==> src/hw/rtl/i2cseq_pkg.sv <==
// ----------------------------------------------------------------------------
// I2C register transfer sequencer package
// Shared constants, codes and structures for the sequencer and its step logic.
// ----------------------------------------------------------------------------
package i2cseq_pkg;

    // Queue depths and derived widths
    localparam int TX_DEPTH   = 4;
    localparam int RX_DEPTH   = 32;
    localparam int TX_IDX_W   = $clog2(TX_DEPTH);
    localparam int TX_CNT_W   = 3;
    localparam int RX_CNT_W   = 6;
    localparam int RX_IDX_W   = 5;
    localparam int CFG_IDX_W  = 3;
    localparam int CFG_DATA_W = 32;

    // Configuration register indexes
    localparam logic [CFG_IDX_W-1:0] CFG_DEVICE_ADDRESS = 3'd0;
    localparam logic [CFG_IDX_W-1:0] CFG_TRANSFER_MODE  = 3'd1;
    localparam logic [CFG_IDX_W-1:0] CFG_TX_LENGTH      = 3'd2;
    localparam logic [CFG_IDX_W-1:0] CFG_RX_LENGTH      = 3'd3;
    localparam logic [CFG_IDX_W-1:0] CFG_TX_BYTES       = 3'd4;

    // Transaction phase
    typedef enum logic [2:0] {
        PH_IDLE      = 3'd0,
        PH_WRITE     = 3'd1,
        PH_WRITE_END = 3'd2,
        PH_READ_PTR  = 3'd3,
        PH_READ_DATA = 3'd4,
        PH_READ_END  = 3'd5
    } t_phase;

    // Bus event codes
    typedef enum logic [2:0] {
        ACT_BEGIN       = 3'd0,
        ACT_MODE_SEL    = 3'd1,
        ACT_TX_SEL      = 3'd2,
        ACT_TX_BUSY     = 3'd3,
        ACT_TX_DONE     = 3'd4,
        ACT_RX_SEL      = 3'd5,
        ACT_RX_BYTE     = 3'd6,
        ACT_OTHER       = 3'd7
    } t_action;

    // Configuration register file
    typedef struct packed {
        logic [6:0]          device_address;
        logic                transfer_mode;
        logic [2:0]          tx_length;
        logic [5:0]          rx_length;
        logic [31:0]         tx_bytes;
    } t_cfg;

    // Sequencer state
    typedef struct packed {
        t_phase              phase;
        logic [TX_CNT_W-1:0] sent_count;
        logic [RX_CNT_W-1:0] received_count;
    } t_seq_state;

    // One command word
    typedef struct packed {
        logic                send_address;
        logic [7:0]          address_byte;
        logic                send_data;
        logic [7:0]          data_byte;
        logic                make_start;
        logic                make_stop;
        logic                ack_off;
        logic                buffer_irq_off;
        logic                all_irq_off;
        logic                store_valid;
        logic [RX_IDX_W-1:0] store_index;
        logic [7:0]          store_data;
    } t_result;

endpackage

==> src/hw/rtl/i2cseq_step.sv <==
// ----------------------------------------------------------------------------
// I2C sequencer step logic
// Decodes one bus event against the current phase and counts, and gives the
// next state together with the command word for that event.
// ----------------------------------------------------------------------------
module i2cseq_step (
    input  i2cseq_pkg::t_cfg       i_cfg,
    input  i2cseq_pkg::t_seq_state i_state,
    input  logic [2:0]             i_action,
    input  logic [7:0]             i_rx_byte,
    output i2cseq_pkg::t_seq_state o_state_next,
    output i2cseq_pkg::t_result    o_result
);
    import i2cseq_pkg::*;

    t_action               action;
    logic                  writing;
    logic                  reading;
    logic [TX_CNT_W-1:0]   tx_used;
    logic [RX_CNT_W-1:0]   rx_used;
    logic                  tx_left;
    logic [TX_CNT_W-1:0]   sent_inc;
    logic [RX_CNT_W-1:0]   received_inc;
    logic                  rx_one_left;
    logic                  rx_done;
    logic [TX_IDX_W-1:0]   tx_idx;

    // Decode phase and clamp lengths to the queue depths
    assign action   = t_action'(i_action);
    assign writing  = (i_state.phase == PH_WRITE);
    assign reading  = (i_state.phase == PH_READ_PTR) || (i_state.phase == PH_READ_DATA);
    assign tx_used  = (i_cfg.tx_length < TX_DEPTH) ? i_cfg.tx_length : TX_CNT_W'(TX_DEPTH);
    assign rx_used  = (i_cfg.rx_length < RX_DEPTH) ? i_cfg.rx_length : RX_CNT_W'(RX_DEPTH);

    // Count updates, saturating at the used lengths
    assign tx_left      = (i_state.sent_count < tx_used);
    assign sent_inc     = i_state.sent_count + TX_CNT_W'(1);
    assign tx_idx       = i_state.sent_count[TX_IDX_W-1:0];
    assign received_inc = (i_state.received_count < rx_used)
                          ? i_state.received_count + RX_CNT_W'(1)
                          : i_state.received_count;
    assign rx_one_left  = ({1'b0, received_inc} + (RX_CNT_W+1)'(1)) == {1'b0, rx_used};
    assign rx_done      = (received_inc >= rx_used);

    // Next state
    always_comb begin
        o_state_next = i_state;
        if (action == ACT_BEGIN) begin
            o_state_next.phase          = i_cfg.transfer_mode ? PH_READ_PTR : PH_WRITE;
            o_state_next.sent_count     = '0;
            o_state_next.received_count = '0;
        end else if (writing || reading) begin
            unique case (action)
                ACT_TX_SEL, ACT_TX_BUSY: begin
                    if (tx_left) begin
                        o_state_next.sent_count = sent_inc;
                        if (reading && (sent_inc == tx_used)) begin
                            o_state_next.phase = PH_READ_DATA;
                        end
                    end
                end
                ACT_TX_DONE: begin
                    if (writing) begin
                        o_state_next.phase = PH_WRITE_END;
                    end
                end
                ACT_RX_BYTE: begin
                    if (reading) begin
                        o_state_next.received_count = received_inc;
                        if (rx_done) begin
                            o_state_next.phase = PH_READ_END;
                        end
                    end
                end
                ACT_BEGIN, ACT_MODE_SEL, ACT_RX_SEL, ACT_OTHER: begin
                end
                default: begin
                end
            endcase
        end
    end

    // Command word
    always_comb begin
        o_result = '0;
        if ((action != ACT_BEGIN) && (writing || reading)) begin
            unique case (action)
                ACT_MODE_SEL: begin
                    o_result.send_address = 1'b1;
                    o_result.address_byte = {i_cfg.device_address,
                                             i_state.phase == PH_READ_DATA};
                end
                ACT_TX_SEL, ACT_TX_BUSY: begin
                    if (tx_left) begin
                        o_result.send_data = 1'b1;
                        o_result.data_byte = i_cfg.tx_bytes[8*tx_idx +: 8];
                    end else if (writing) begin
                        o_result.buffer_irq_off = 1'b1;
                    end
                end
                ACT_TX_DONE: begin
                    if (writing) begin
                        o_result.make_stop   = 1'b1;
                        o_result.all_irq_off = 1'b1;
                    end else begin
                        o_result.make_start = 1'b1;
                    end
                end
                ACT_RX_SEL: begin
                    if (reading && (rx_used == RX_CNT_W'(1))) begin
                        o_result.ack_off   = 1'b1;
                        o_result.make_stop = 1'b1;
                    end
                end
                ACT_RX_BYTE: begin
                    if (reading) begin
                        o_result.store_valid = 1'b1;
                        o_result.store_index = i_state.received_count[RX_IDX_W-1:0];
                        o_result.store_data  = i_rx_byte;
                        if (rx_one_left) begin
                            o_result.ack_off   = 1'b1;
                            o_result.make_stop = 1'b1;
                        end
                        if (rx_done) begin
                            o_result.all_irq_off = 1'b1;
                        end
                    end
                end
                ACT_BEGIN, ACT_OTHER: begin
                end
                default: begin
                end
            endcase
        end
    end

endmodule

==> src/hw/rtl/i2c_master_register_transfer_sequencer.sv <==
// ----------------------------------------------------------------------------
// I2C master register transfer sequencer
// Turns bus event words into I2C master commands for one register write or
// register read transaction.
// ----------------------------------------------------------------------------
// Usage:
//   Input channel (i_in_valid / o_in_ready) carries one bus event word: the
//   event code and, for a received byte, the byte itself.
//   Output channel (o_out_valid / i_out_ready) carries exactly one command
//   word per event word; an all-zero command means nothing is to be done.
//   Configuration is written through i_cfg_wr_en / i_cfg_index / i_cfg_data
//   while no word is in flight; indexes beyond the register list are ignored.
//   The command is registered and appears in the cycle after its event is accepted.
//   Throughput: one event per cycle unless stalled; the event decode and state
//   update sit in one combinational step in front of the command register.
//   A stalled receiver holds the command register; a new event is still
//   accepted in the cycle that the held command is taken.
//   Reset clears the phase to idle, both counts to zero, the output register
//   to empty and the configuration registers to their defaults.
// ----------------------------------------------------------------------------
module i2c_master_register_transfer_sequencer (
    input  logic                                i_clk,
    input  logic                                i_rst_n,
    // configuration write port
    input  logic                                i_cfg_wr_en,
    input  logic [i2cseq_pkg::CFG_IDX_W-1:0]    i_cfg_index,
    input  logic [i2cseq_pkg::CFG_DATA_W-1:0]   i_cfg_data,
    // event input
    input  logic                                i_in_valid,
    output logic                                o_in_ready,
    input  logic [2:0]                          i_action,
    input  logic [7:0]                          i_rx_byte,
    // command output
    output logic                                o_out_valid,
    input  logic                                i_out_ready,
    output logic                                o_send_address,
    output logic [7:0]                          o_address_byte,
    output logic                                o_send_data,
    output logic [7:0]                          o_data_byte,
    output logic                                o_make_start,
    output logic                                o_make_stop,
    output logic                                o_ack_off,
    output logic                                o_buffer_irq_off,
    output logic                                o_all_irq_off,
    output logic                                o_store_valid,
    output logic [i2cseq_pkg::RX_IDX_W-1:0]     o_store_index,
    output logic [7:0]                          o_store_data
);
    import i2cseq_pkg::*;

    t_cfg       r_cfg;
    t_seq_state r_state;
    t_seq_state n_state;
    t_result    r_result;
    t_result    n_result;
    logic       r_out_valid;
    logic       in_fire;

    // Accept a word whenever the command register is free or being drained
    assign o_in_ready = !r_out_valid || i_out_ready;
    assign in_fire    = i_in_valid && o_in_ready;

    // Hold configuration registers
    always_ff @(posedge i_clk) begin
        if (!i_rst_n) begin
            r_cfg.device_address <= '0;
            r_cfg.transfer_mode  <= 1'b0;
            r_cfg.tx_length      <= 3'd1;
            r_cfg.rx_length      <= 6'd1;
            r_cfg.tx_bytes       <= '0;
        end else if (i_cfg_wr_en) begin
            unique case (i_cfg_index)
                CFG_DEVICE_ADDRESS: r_cfg.device_address <= i_cfg_data[6:0];
                CFG_TRANSFER_MODE:  r_cfg.transfer_mode  <= i_cfg_data[0];
                CFG_TX_LENGTH:      r_cfg.tx_length      <= i_cfg_data[2:0];
                CFG_RX_LENGTH:      r_cfg.rx_length      <= i_cfg_data[5:0];
                CFG_TX_BYTES:       r_cfg.tx_bytes       <= i_cfg_data[31:0];
                default: begin
                end
            endcase
        end
    end

    // Decode the event against the current state
    i2cseq_step u_step (
        .i_cfg        (r_cfg),
        .i_state      (r_state),
        .i_action     (i_action),
        .i_rx_byte    (i_rx_byte),
        .o_state_next (n_state),
        .o_result     (n_result)
    );

    // Advance state on each accepted word
    always_ff @(posedge i_clk) begin
        if (!i_rst_n) begin
            r_state.phase          <= PH_IDLE;
            r_state.sent_count     <= '0;
            r_state.received_count <= '0;
        end else if (in_fire) begin
            r_state <= n_state;
        end
    end

    // Hold the command word until taken
    always_ff @(posedge i_clk) begin
        if (!i_rst_n) begin
            r_out_valid <= 1'b0;
        end else if (in_fire) begin
            r_out_valid <= 1'b1;
        end else if (i_out_ready) begin
            r_out_valid <= 1'b0;
        end
    end

    always_ff @(posedge i_clk) begin
        if (in_fire) begin
            r_result <= n_result;
        end
    end

    assign o_out_valid      = r_out_valid;
    assign o_send_address   = r_result.send_address;
    assign o_address_byte   = r_result.address_byte;
    assign o_send_data      = r_result.send_data;
    assign o_data_byte      = r_result.data_byte;
    assign o_make_start     = r_result.make_start;
    assign o_make_stop      = r_result.make_stop;
    assign o_ack_off        = r_result.ack_off;
    assign o_buffer_irq_off = r_result.buffer_irq_off;
    assign o_all_irq_off    = r_result.all_irq_off;
    assign o_store_valid    = r_result.store_valid;
    assign o_store_index    = r_result.store_index;
    assign o_store_data     = r_result.store_data;

`ifndef SYNTHESIS
    // Every accepted word leaves a command waiting in the next cycle
    a_fire_gives_cmd: assert property (@(posedge i_clk) disable iff (!i_rst_n)
        in_fire |=> r_out_valid)
        else $error("accepted word produced no command");

    // A begin word clears both counts
    a_begin_clears: assert property (@(posedge i_clk) disable iff (!i_rst_n)
        (in_fire && (i_action == ACT_BEGIN)) |=>
        (r_state.sent_count == '0) && (r_state.received_count == '0))
        else $error("begin did not clear the counts");

    // Counts never pass the queue depths
    a_count_bound: assert property (@(posedge i_clk) disable iff (!i_rst_n)
        (r_state.sent_count <= TX_DEPTH) && (r_state.received_count <= RX_DEPTH))
        else $error("transfer count beyond queue depth");

    // At most one of address, data and store per command
    a_cmd_excl: assert property (@(posedge i_clk) disable iff (!i_rst_n)
        r_out_valid |-> $onehot0({r_result.send_address, r_result.send_data,
                                  r_result.store_valid}))
        else $error("command carries more than one byte kind");
`endif

endmodule
==> config.mk <==
export PLATFORM = sky130hd
export DESIGN_NAME = i2c_master_register_transfer_sequencer
export DESIGN_NICKNAME = d
export VERILOG_FILES = /design/src/hw/rtl/i2cseq_pkg.sv /design/src/hw/rtl/i2cseq_step.sv /design/src/hw/rtl/i2c_master_register_transfer_sequencer.sv
export SDC_FILE = /design/constraint.sdc
export NUM_CORES = 1
export LEC_CHECK = 0
export BUFFER_PORTS_ARGS = -buffer_cell sky130_fd_sc_hd__buf_2
export CORE_MARGIN = 2
export CORE_UTILIZATION = 50
export CTS_CLUSTER_DIAMETER = 100
export DETAILED_ROUTE_END_ITERATION = 8
export GPL_ROUTABILITY_DRIVEN = 0
export GPL_TIMING_DRIVEN = 0
export PLACE_DENSITY = 0.84
export SETUP_SLACK_MARGIN = 0.3
export SYNTH_ARGS = -nofsm -noshare
export SYNTH_HDL_FRONTEND = slang
export SYNTH_HIERARCHICAL = 1
export SYNTH_SLANG_ARGS = --single-unit
==> constraint.sdc <==
create_clock -name i_clk -period 4 [get_ports i_clk]
set_input_delay 0.8 -clock i_clk [delete_from_list [all_inputs] [get_ports i_clk]]
set_output_delay 0.8 -clock i_clk [all_outputs]
set_load 0.02 [all_outputs]
==> results of run 1 <==
## how the worst max path moves through the flow
stage | start | end | cells after the start
after global routing | r_cfg[37] | r_state[11] | 20
final | r_cfg[37] | r_state[11] | 20
after global placement | r_cfg[37] | r_state[11] | 19
after floorplan | r_cfg[37] | r_state[11] | 19
after CTS | r_cfg[37] | r_state[11] | 19
after detailed placement | r_cfg[37] | r_state[10] | 19
## cell families (layout without fill, tap and decap cells)
group                      after synthesis  after routing  share of synthesized area, %
and+or+nand+nor                        225            225                         23.18
DFF                                     99             99                         46.96
AOI/OAI and AO/OA                       92             92                         11.52
adders and majority gates               17             17                         4.247
muxes                                   25             25                         7.020
buffers and inverters                   45            158                         3.847
xor gates and xnor gates                16             16                         3.223
## timing repair
action / in CTS / in global routing
setup buffers: 6 / 4
cloned: 0 / 0
pin swaps: 3 / 11
endpoints found under the setup margin: 6 / 5
resized for setup: 16 / 13
## power by group
group | internal, mW | total [mW] | switching (mW)
Sequential | 1.07 | 1.08 | 0.0121
Clock | 0.257 | 0.677 | 0.420
Combinational | 0.0723 | 0.197 | 0.125
Total | 1.40 | 1.96 | 0.556
## area by class of cell
type	instances	area [um^2]	area share, %
Multi-Input combinational cell	375	2577	42.85
Sequential cell	99	2356	39.16
Timing Repair Buffer	97	510.5	8.486
Tap cell	133	166.4	2.766
Buffer	33	147.6	2.454
Clock buffer	9	123.9	2.059
Clock inverter	7	88.84	1.477
Inverter	12	45.04	0.7488
## per-stage QoR
stage	hold slack [ns]	power [mW]	setup slack (ns)	area [um^2]	TNS, ns
after floorplan	0.4328	1.216	0.3137	5009	0
after global placement	0.4450	1.283	-0.1399	5610	-0.5073
after detailed placement	0.4477	1.290	-0.2957	5610	-1.151
after CTS	0.4628	1.953	0.3199	5937	0
after global routing	0.4825	2.022	0.1599	6016	0
final	0.4596	1.957	0.3421	6016	0
## state kept, by name (all words and copies together), names as in the netlist
signal	count
o_ack_off	1
o_address_byte	8
o_data_byte	8
r_cfg	49
o_send_address	1
o_buffer_irq_off	1
o_store_index	5
r_state	12
o_all_irq_off	1
o_out_valid	1
o_make_stop	1
o_make_start	1
o_send_data	1
o_store_data	8
o_store_valid	1
## metal layers
| metal | global-route usage, % | routed length (um) | up-vias |
|---|---|---|---|
| met4 | 9.846 | 376 | 0 |
| li1 | - | - | 2063 |
| met2 | 40.84 | 6342 | 229 |
| met3 | 3.195 | 923 | 40 |
| met1 | 29.01 | 4952 | 2033 |
| met5 | 0 | 0 | - |
## critical path, cell delays in order (launching register included)
cell and delay, ns:
dfxtp_4 0.37, and2b_2 0.24, inv_2 0.06, ha_4 0.28, nand2_4 0.05, a2111oi_4 0.33
buf_4 0.21, nor2_4 0.05, xor2_2 0.18, inv_2 0.07, ha_4 0.27, nand2b_1 0.10
a21o_1 0.11, a21o_1 0.10, a21o_1 0.10, a21o_1 0.15, a21oi_4 0.09, or3b_4 0.38
a311oi_2 0.25, nand2_1 0.08, mux2i_1 0.14
## cells in the mapped netlist, types with 4 or more instances
| master | number | area share [%] |
|---|---|---|
| a21o_1 | 5 | 0.75 |
| ha_1 | 17 | 4.2 |
| nor3_1 | 7 | 0.70 |
| xnor2_1 | 5 | 0.87 |
| nand2_1 | 82 | 6.1 |
| dfxtp_1 | 62 | 25 |
| nor3b_1 | 4 | 0.60 |
| xor2_1 | 9 | 1.6 |
| a21oi_1 | 12 | 1.2 |
| inv_1 | 11 | 0.82 |
| edfxtp_1 | 37 | 22 |
| nand3_1 | 51 | 5.1 |
| and2_1 | 22 | 2.7 |
| clkbuf_1 | 20 | 1.5 |
| and3_1 | 9 | 1.1 |
| mux4_2 | 8 | 3.6 |
| buf_2 | 10 | 1.0 |
| o21ai_2 | 7 | 1.2 |
| or3_1 | 5 | 0.62 |
| nor2_1 | 14 | 1.0 |
| o21ai_0 | 49 | 4.9 |
| mux2i_1 | 16 | 3.2 |
| nand2b_1 | 7 | 0.87 |
==> results.py, run 1 <==
metrics = {
    "detailed_routing": {
        "viasPerCell": 5.706,
        "initialDrtViolationCount": 261,
        "wl_per_cell_um": 16.47,
        "drcViolationCount": 0,
        "dr_total_vias": 4365,
        "dr.pass1.iters": 5,
        "antenna_left": 0,
        "finalWirelength_um": 12600,
    },
    "clock_network": {
        "tritoncts": "done",
        "insertion_delay_ns": 0.38,
        "ctsLongestPathBuffers": 2,
        "cts.sinks": 99,
        "root_buffer": "clkbuf_8",
        "postCtsHoldBufs": 0,
        "htreeDepth": 3,
        "cts.clk_slew.worst_paths_ns": 0.11,
        "cts_buffers": 9,
    },
    "cells_and_area": {
        "layout_commonest_cell": "buf_2",
        "num-fill-cells": 811,
        "layout_common_cells": "buf_2 (97), nand2_1 (77), dfxtp_1 (61), nand3_1 (51), o21ai_0 (48)",
        "drive_above_1_share_pct": 27.69,
        "utilization_pct": 61.83,
        "stdcell_count": 765,
        "diodes": 0,
        "final_nets": 695,
        "syn2layout_area_growth_pct": 20.11,
    },
    "timing": {
        "maxSlewHeadroom_pct": 42.41,
        "hold_viol": 0,
        "finalCritPeriodShare_pct": 91.45,
        "finalSetupViolCount": 0,
        "rsz0062_at_grt": "true",
        "maxSlewViolCount": 0,
        "fmaxAchievable_mhz": 273.4,
        "period_minus_slack_ns": 3.658,
        "max_slew.worst_pin.slew_ns": 0.8421,
        "skew_ns": 0.01212,
    },
    "worst_hold_path": {
        "min_path_type": "reg2reg",
        "hold-path-endpoint": "r_cfg[48]",
        "min_from": "r_cfg[48]",
        "min_path_cells": 2,
    },
    "worst_setup_path": {
        "reg2reg_depth": 20,
        "crit_fanout": 4,
        "cp-start-kind": "flop",
        "r2r_slack_ns": 0.34,
        "worst_r2r_endpoint": "r_state[11]",
        "critPathCaptureType": "flop",
        "regToRegStartpoint": "r_cfg[37]",
        "worstSetupPathType": "reg2reg",
        "worstPathRequired_ns": 4.32,
        "critical_path_arrival_ns": 3.97,
    },
    "floorplan": {
        "rows": 36,
        "io_pins": 90,
        "die_h_um": 104.1,
        "die-area_um2": 10830,
        "die_x_um": 104.1,
        "core_um2": 9729,
        "initial_utilization_pct": 51.48,
    },
    "yosys": {
        "synth-main-ff-cell": "dfxtp_1",
        "ys_types": 60,
        "seq_area_frac_synth_pct": 46.96,
        "synth-edff-count": 37,
        "synth_warnings": 6,
        "syn-num-nets": 587,
        "synthCells": 519,
        "synth_area_um2": 5009,
        "syn_avg_cell_area_um2": 9.650,
        "synthArstFlopShare_pct": 0,
        "synth-seq-cells": 99,
    },
    "placed_design": {
        "place_hpwl_um": 8665,
        "numPortBuffers": 87,
        "place_inst": 739,
    },
    "grt": {
        "antenna_found_initial": 0,
        "grt_start_max_net_pins": 47,
        "gr-total-overflow": 0,
        "grt_pass1_vias": 4240,
        "track_usage_pct": 23.38,
        "grt_pass1_wl_um": 20530,
    },
    "pwr": {
        "vdd.ir_drop.worst_mv": 0.1901,
        "p_per_area_nw_per_um2": 325.3,
        "p_leak_nw": 2.455,
    },
    "job": {
        "maxCapViolations": 0,
    },
    "status": {
        "status": "complete, no violations",
    },
}
Power figures use the tool's default switching activity.
==> run 2: changes to the inputs <==
--- a/config.mk
+++ b/config.mk
@@ -11,7 +11,6 @@
 export CTS_CLUSTER_DIAMETER = 100
 export DETAILED_ROUTE_END_ITERATION = 8
 export GPL_ROUTABILITY_DRIVEN = 0
-export GPL_TIMING_DRIVEN = 0
 export PLACE_DENSITY = 0.84
 export SETUP_SLACK_MARGIN = 0.3
 export SYNTH_ARGS = -nofsm -noshare
==> run 2 against run 1 <==
- clock skew is 0.0019 ns higher
- core utilization is 1.4 points lower
- via count is 5.6% lower
- non-clock buffer count is 26 lower
- first-iteration DRC count is 8.8% lower
==> results.py, run 2 (same netlist as run 1, synthesis figures left out) <==
metrics = {
    "pwr": {
        "power_mw": 1.902,
        "vdd.ir_drop.worst_mv": 0.1848,
        "p_per_area_nw_per_um2": 323.4,
        "p_leak_nw": 2.401,
    },
    "grt": {
        "antenna_found_initial": 0,
        "grt_start_max_net_pins": 109,
        "grt_pass1_vias": 3854,
        "grt_pass1_wl_um": 18270,
        "gr-total-overflow": 0,
        "track_usage_pct": 20.67,
    },
    "cells_and_area": {
        "syn2layout_area_growth_pct": 17.41,
        "layout_commonest_cell": "buf_2",
        "layout_common_cells": "buf_2 (88), nand2_1 (80), dfxtp_1 (61), nand3_1 (51), o21ai_0 (49)",
        "diodes": 0,
        "design_area_um2": 5881,
        "regMostFlops": "r_cfg",
        "final_nets": 669,
        "largest_reg_flops": 49,
        "top_regs": "r_cfg (49), r_state (12)",
        "drive_above_1_share_pct": 27.23,
    },
    "status": {
        "status": "complete, no violations",
    },
    "floorplan": {
        "rows": 36,
        "die-area_um2": 10830,
        "core_um2": 9729,
        "initial_utilization_pct": 51.48,
        "die_h_um": 104.1,
        "die_x_um": 104.1,
        "io_pins": 90,
    },
    "detailed_routing": {
        "wl_met1_um": 4822,
        "top_layer": "met4",
        "dr.pass1.iters": 6,
        "dr_total_vias": 4122,
        "viasPerCell": 5.578,
        "antenna_left": 0,
        "wl_per_cell_um": 14.96,
        "met3_length_um": 652,
        "initialDrtViolationCount": 238,
        "wl_met2_um": 5435,
        "drcViolationCount": 0,
        "finalWirelength_um": 11060,
    },
    "placed_design": {
        "numPortBuffers": 89,
        "dpl_cell_area_um2": 5557,
        "place_hpwl_um": 7683,
    },
    "worst_setup_path": {
        "cp-start-kind": "flop",
        "critPathCaptureType": "flop",
        "worstSetupPathType": "reg2reg",
        "worstPathRequired_ns": 4.32,
        "critical_path_arrival_ns": 3.93,
        "crit_fanout": 9,
    },
    "clock_network": {
        "cts.clk_slew.worst_paths_ns": 0.11,
        "postCtsHoldBufs": 0,
        "root_buffer": "clkbuf_8",
        "htreeDepth": 3,
        "insertion_delay_ns": 0.38,
        "ctsLongestPathBuffers": 2,
        "cts_buffers": 9,
        "cts.sinks": 99,
        "tritoncts": "done",
    },
    "timing": {
        "hold_viol": 0,
        "period_minus_slack_ns": 3.616,
        "setup_tns_ns": 0,
        "finalSetupViolCount": 0,
        "skew_ns": 0.01403,
        "maxSlewViolCount": 0,
        "fmaxAchievable_mhz": 276.6,
        "maxSlewHeadroom_pct": 32.29,
        "rsz0062_at_grt": "false",
        "finalCritPeriodShare_pct": 90.39,
        "max_slew.worst_pin.slew_ns": 1.016,
    },
    "job": {
        "maxCapViolations": 0,
    },
    "worst_hold_path": {
        "min_path_type": "reg2reg",
    },
}
run 2: metrics by stage:
stage	setup slack (ns)	cells	hold slack, ns	util [%]
floorplan	0.3137	519	0.4328	-
global placement	0.2353	718	0.4475	57.11
detailed placement	0.01933	718	0.4516	57.11
CTS	0.3101	734	0.4686	59.38
global route	0.2776	739	0.4810	60.44
finish	0.3844	739	0.4632	60.44
run 2: repair_timing:
action | CTS | global route
pin swaps | 1 | 5
buffers inserted | 0 | 5
cloned | 0 | 0
endpoints found under the setup margin | 4 | 6
resized for setup | 8 | 13
run 2: power by group:
part | internal (mW) | total [mW] | switching (mW)
Combinational | 0.0688 | 0.184 | 0.115
Sequential | 1.07 | 1.08 | 0.0123
Clock | 0.244 | 0.635 | 0.391
run 2: final timing paths:
kind,endpoint,depth (start not counted),from,slack (ns)
setup / recovery,r_state[11],18,r_cfg[37],0.38
hold / removal,r_cfg[48],2,r_cfg[48],0.46
setup reg to reg,r_state[11],18,r_cfg[37],0.38
hold reg to reg,r_cfg[48],2,r_cfg[48],0.46
run 2: metal layers:
| layer | vias up | track usage (%) |
|---|---|---|
| met1 | 1943 | 26.60 |
| met3 | 17 | 3.008 |
| li1 | 2004 | - |
| met4 | 0 | 6.757 |
| met2 | 158 | 35.86 |
| met5 | - | 0 |
run 2: critical path: stages (launching register included):
cell and delay [ns]:
dfxtp_4 0.38, inv_4 0.10, nand2_2 0.10, ha_1 0.30, nor2_1 0.07, a2111oi_4 0.43
buf_4 0.19, buf_6 0.12, nor3b_4 0.06, xor2_2 0.16, ha_1 0.30, a21o_1 0.10
a21o_1 0.11, a21o_1 0.16, a21oi_4 0.09, or3b_4 0.40, a311oi_2 0.27, nand2_1 0.07
mux2i_1 0.15
run 2: cell type report:
type                    count  area (um^2)
clock buffers               9        123.9
clock inverters             7        68.82
fillers                   819         3849
inverters                  12        47.55
multi-input cells         375         2554
flip-flops and latches     99         2356
well taps                 133        166.4
repair buffers            104        564.3
==> run 3: changes to the inputs <==
--- a/config.mk
+++ b/config.mk
@@ -15,5 +15,4 @@
 export SETUP_SLACK_MARGIN = 0.3
 export SYNTH_ARGS = -nofsm -noshare
 export SYNTH_HDL_FRONTEND = slang
-export SYNTH_HIERARCHICAL = 1
 export SYNTH_SLANG_ARGS = --single-unit
==> run 3 against run 2 <==
- setup slack better by 0.12 ns
- combinational power down 11%
- first-iteration DRC count down 43%
- synthesized cell count down 4.4%
- critical path type unchanged
- largest cell class unchanged
==> results.py, run 3 <==
metrics = {
    "worst_hold_path": {
        "min_path_type": "reg2reg",
    },
    "yosys": {
        "ys_types": 57,
        "synth-seq-cells": 99,
        "synth_commonest_cells": "nand2_1 (103), dfxtp_1 (62), a21boi_0 (41)",
        "synthTopCellsByArea": "dfxtp_1 (25%), edfxtp_1 (23%), nand2_1 (7.8%), a21boi_0 (6.2%), ha_1 (4.3%)",
        "syn_avg_cell_area_um2": 9.934,
        "yosys.area.top_type": "dfxtp_1",
        "synth_warnings": 0,
        "synth-edff-count": 37,
        "synth-main-ff-cell": "dfxtp_1",
        "synthCells": 496,
        "synth_area_um2": 4927,
        "seq_area_frac_synth_pct": 47.74,
        "syn-num-nets": 564,
        "synthArstFlopShare_pct": 0,
        "synth.top_cell.area_share_pct": 25.19,
        "yosysMostFrequentCell": "nand2_1",
    },
    "cells_and_area": {
        "largest_reg_flops": 49,
        "top_regs": "r_cfg (49), r_state (12)",
        "layout_commonest_cell": "nand2_1",
        "syn2layout_area_growth_pct": 15.69,
        "stdcell_count": 715,
        "final_nets": 645,
        "design_area_um2": 5700,
        "layout_common_cells": "nand2_1 (102), buf_2 (89), dfxtp_1 (61), a21boi_0 (41), edfxtp_1 (37)",
        "diodes": 0,
        "drive_above_1_share_pct": 23.37,
        "regMostFlops": "r_cfg",
    },
    "floorplan": {
        "initial_utilization_pct": 50.88,
        "rows": 36,
        "die_h_um": 103.3,
        "die-area_um2": 10660,
        "io_pins": 90,
        "die_x_um": 103.3,
        "core_um2": 9684,
    },
    "clock_network": {
        "ctsLongestPathBuffers": 2,
        "cts.clk_slew.worst_paths_ns": 0.10,
        "root_buffer": "clkbuf_8",
        "tritoncts": "done",
        "cts_buffers": 9,
        "cts.sinks": 99,
        "htreeDepth": 3,
        "insertion_delay_ns": 0.37,
    },
    "grt": {
        "grt_start_max_net_pins": 63,
        "gr-total-overflow": 0,
        "grt_pass1_vias": 3639,
        "grt_pass1_wl_um": 16770,
        "antenna_found_initial": 0,
        "track_usage_pct": 20.32,
    },
    "worst_setup_path": {
        "critical_path_arrival_ns": 3.76,
        "worstSetupPathType": "reg2reg",
        "crit_fanout": 7,
        "critPathCaptureType": "flop",
        "cp-start-kind": "flop",
        "worstPathRequired_ns": 4.26,
    },
    "timing": {
        "period_minus_slack_ns": 3.496,
        "fmaxAchievable_mhz": 286.0,
        "finalCritPeriodShare_pct": 87.41,
        "finalSetupViolCount": 0,
        "maxSlewHeadroom_pct": 24.52,
        "fin_ws_ns": 0.5036,
        "setup_tns_ns": 0,
        "max_slew.worst_pin.slew_ns": 1.129,
        "rsz0062_at_grt": "false",
        "maxSlewViolCount": 0,
        "skew_ns": 0.01032,
        "hold_viol": 0,
    },
    "detailed_routing": {
        "viasPerCell": 5.290,
        "finalWirelength_um": 10380,
        "antenna_left": 0,
        "dr.pass1.iters": 4,
        "dr_total_vias": 3782,
        "drcViolationCount": 0,
        "wl_per_cell_um": 14.52,
        "initialDrtViolationCount": 136,
    },
    "pwr": {
        "p_leak_nw": 2.246,
        "power_mw": 1.860,
        "vdd.ir_drop.worst_mv": 0.1858,
        "p_per_area_nw_per_um2": 326.3,
    },
    "placed_design": {
        "place_inst": 698,
        "place_hpwl_um": 7566,
        "place_worst_setup_slack_ns": 0.09393,
        "dpl_cell_area_um2": 5466,
        "numPortBuffers": 89,
    },
    "job": {
        "maxCapViolations": 0,
    },
    "status": {
        "status": "complete, no violations",
    },
}
## run 3: cell types whose count changed after synthesis, moves of 8 or more
cell      delta
a21boi_0    +39
and2_1       +8
buf_2        -9
nand2_1     +21
nand3_1     -45
nor2_1       +9
nor2b_1     +17
o21ai_0     -36
## run 3: worst paths after layout
path	startpoint	endpoint	slack, ns	cells after the start
setup reg to reg	r_cfg[37]	r_state[10]	0.50	16
setup / recovery	r_cfg[37]	r_state[10]	0.50	16
hold / removal	r_cfg[43]	r_cfg[43]	0.47	2
hold reg to reg	r_cfg[43]	r_cfg[43]	0.47	2
## run 3: what timing repair did
item | CTS | global route
gates resized for setup | 4 | 5
setup endpoints to repair | 4 | 6
hold buffers | 0 | 0
setup buffers | 1 | 0
pin swaps | 1 | 0
## run 3: kinds of logic after synthesis
group | after synthesis | synth area share, %
and+or+nand+nor | 224 | 23.23
DFF | 99 | 47.74
AOI/OAI and AO/OA | 86 | 12.72
buffers and inverters | 36 | 3.073
muxes | 21 | 6.323
adders and majority gates | 17 | 4.317
xor gates and xnor gates | 13 | 2.590
## run 3: area by class of cell
| cell class | count | area [um^2] |
|---|---|---|
| fill | 827 | 3984 |
| multi-input combinational | 361 | 2454 |
| sequential | 99 | 2354 |
| timing repair buffer | 95 | 490.5 |
| tap | 133 | 166.4 |
| clock buffer | 9 | 123.9 |
| clock inverter | 7 | 71.32 |
| inverter | 11 | 41.29 |
## run 3: critical path, cell delays in order (launching register included)
cell and delay, ns:
dfxtp_2 0.37, inv_2 0.13, nand2_1 0.16, ha_1 0.27, nor4b_4 0.29, nor3_4 0.08, or3_4 0.39, xor2_2 0.17
ha_1 0.30, nand2b_1 0.14, a21o_1 0.17, a21o_1 0.17, a21oi_1 0.20, o21ai_2 0.11, nand2b_1 0.07, a311oi_1 0.10
o221a_1 0.26
## run 3: per-stage QoR
step	hold slack, ns	util (%)
floorplan	0.4332	-
global placement	0.4501	56.45
detailed placement	0.4562	56.45
CTS	0.4731	58.71
global route	0.5002	58.86
finish	0.4696	58.86
## run 3: routing by layer
layer | vias to the layer above | wire (um) | track usage, %
met5 | - | 0 | 0
met4 | 0 | 115 | 5.668
met3 | 9 | 637 | 5.645
met2 | 118 | 5149 | 35.11
met1 | 1765 | 4479 | 25.00
li1 | 1890 | - | -
## run 3: report_power, final
part	total, mW	internal [mW]	switching, mW
combinational	0.163	0.0643	0.0987
clock	0.615	0.244	0.371
sequential	1.08	1.07	0.0110
total	1.86	1.38	0.481
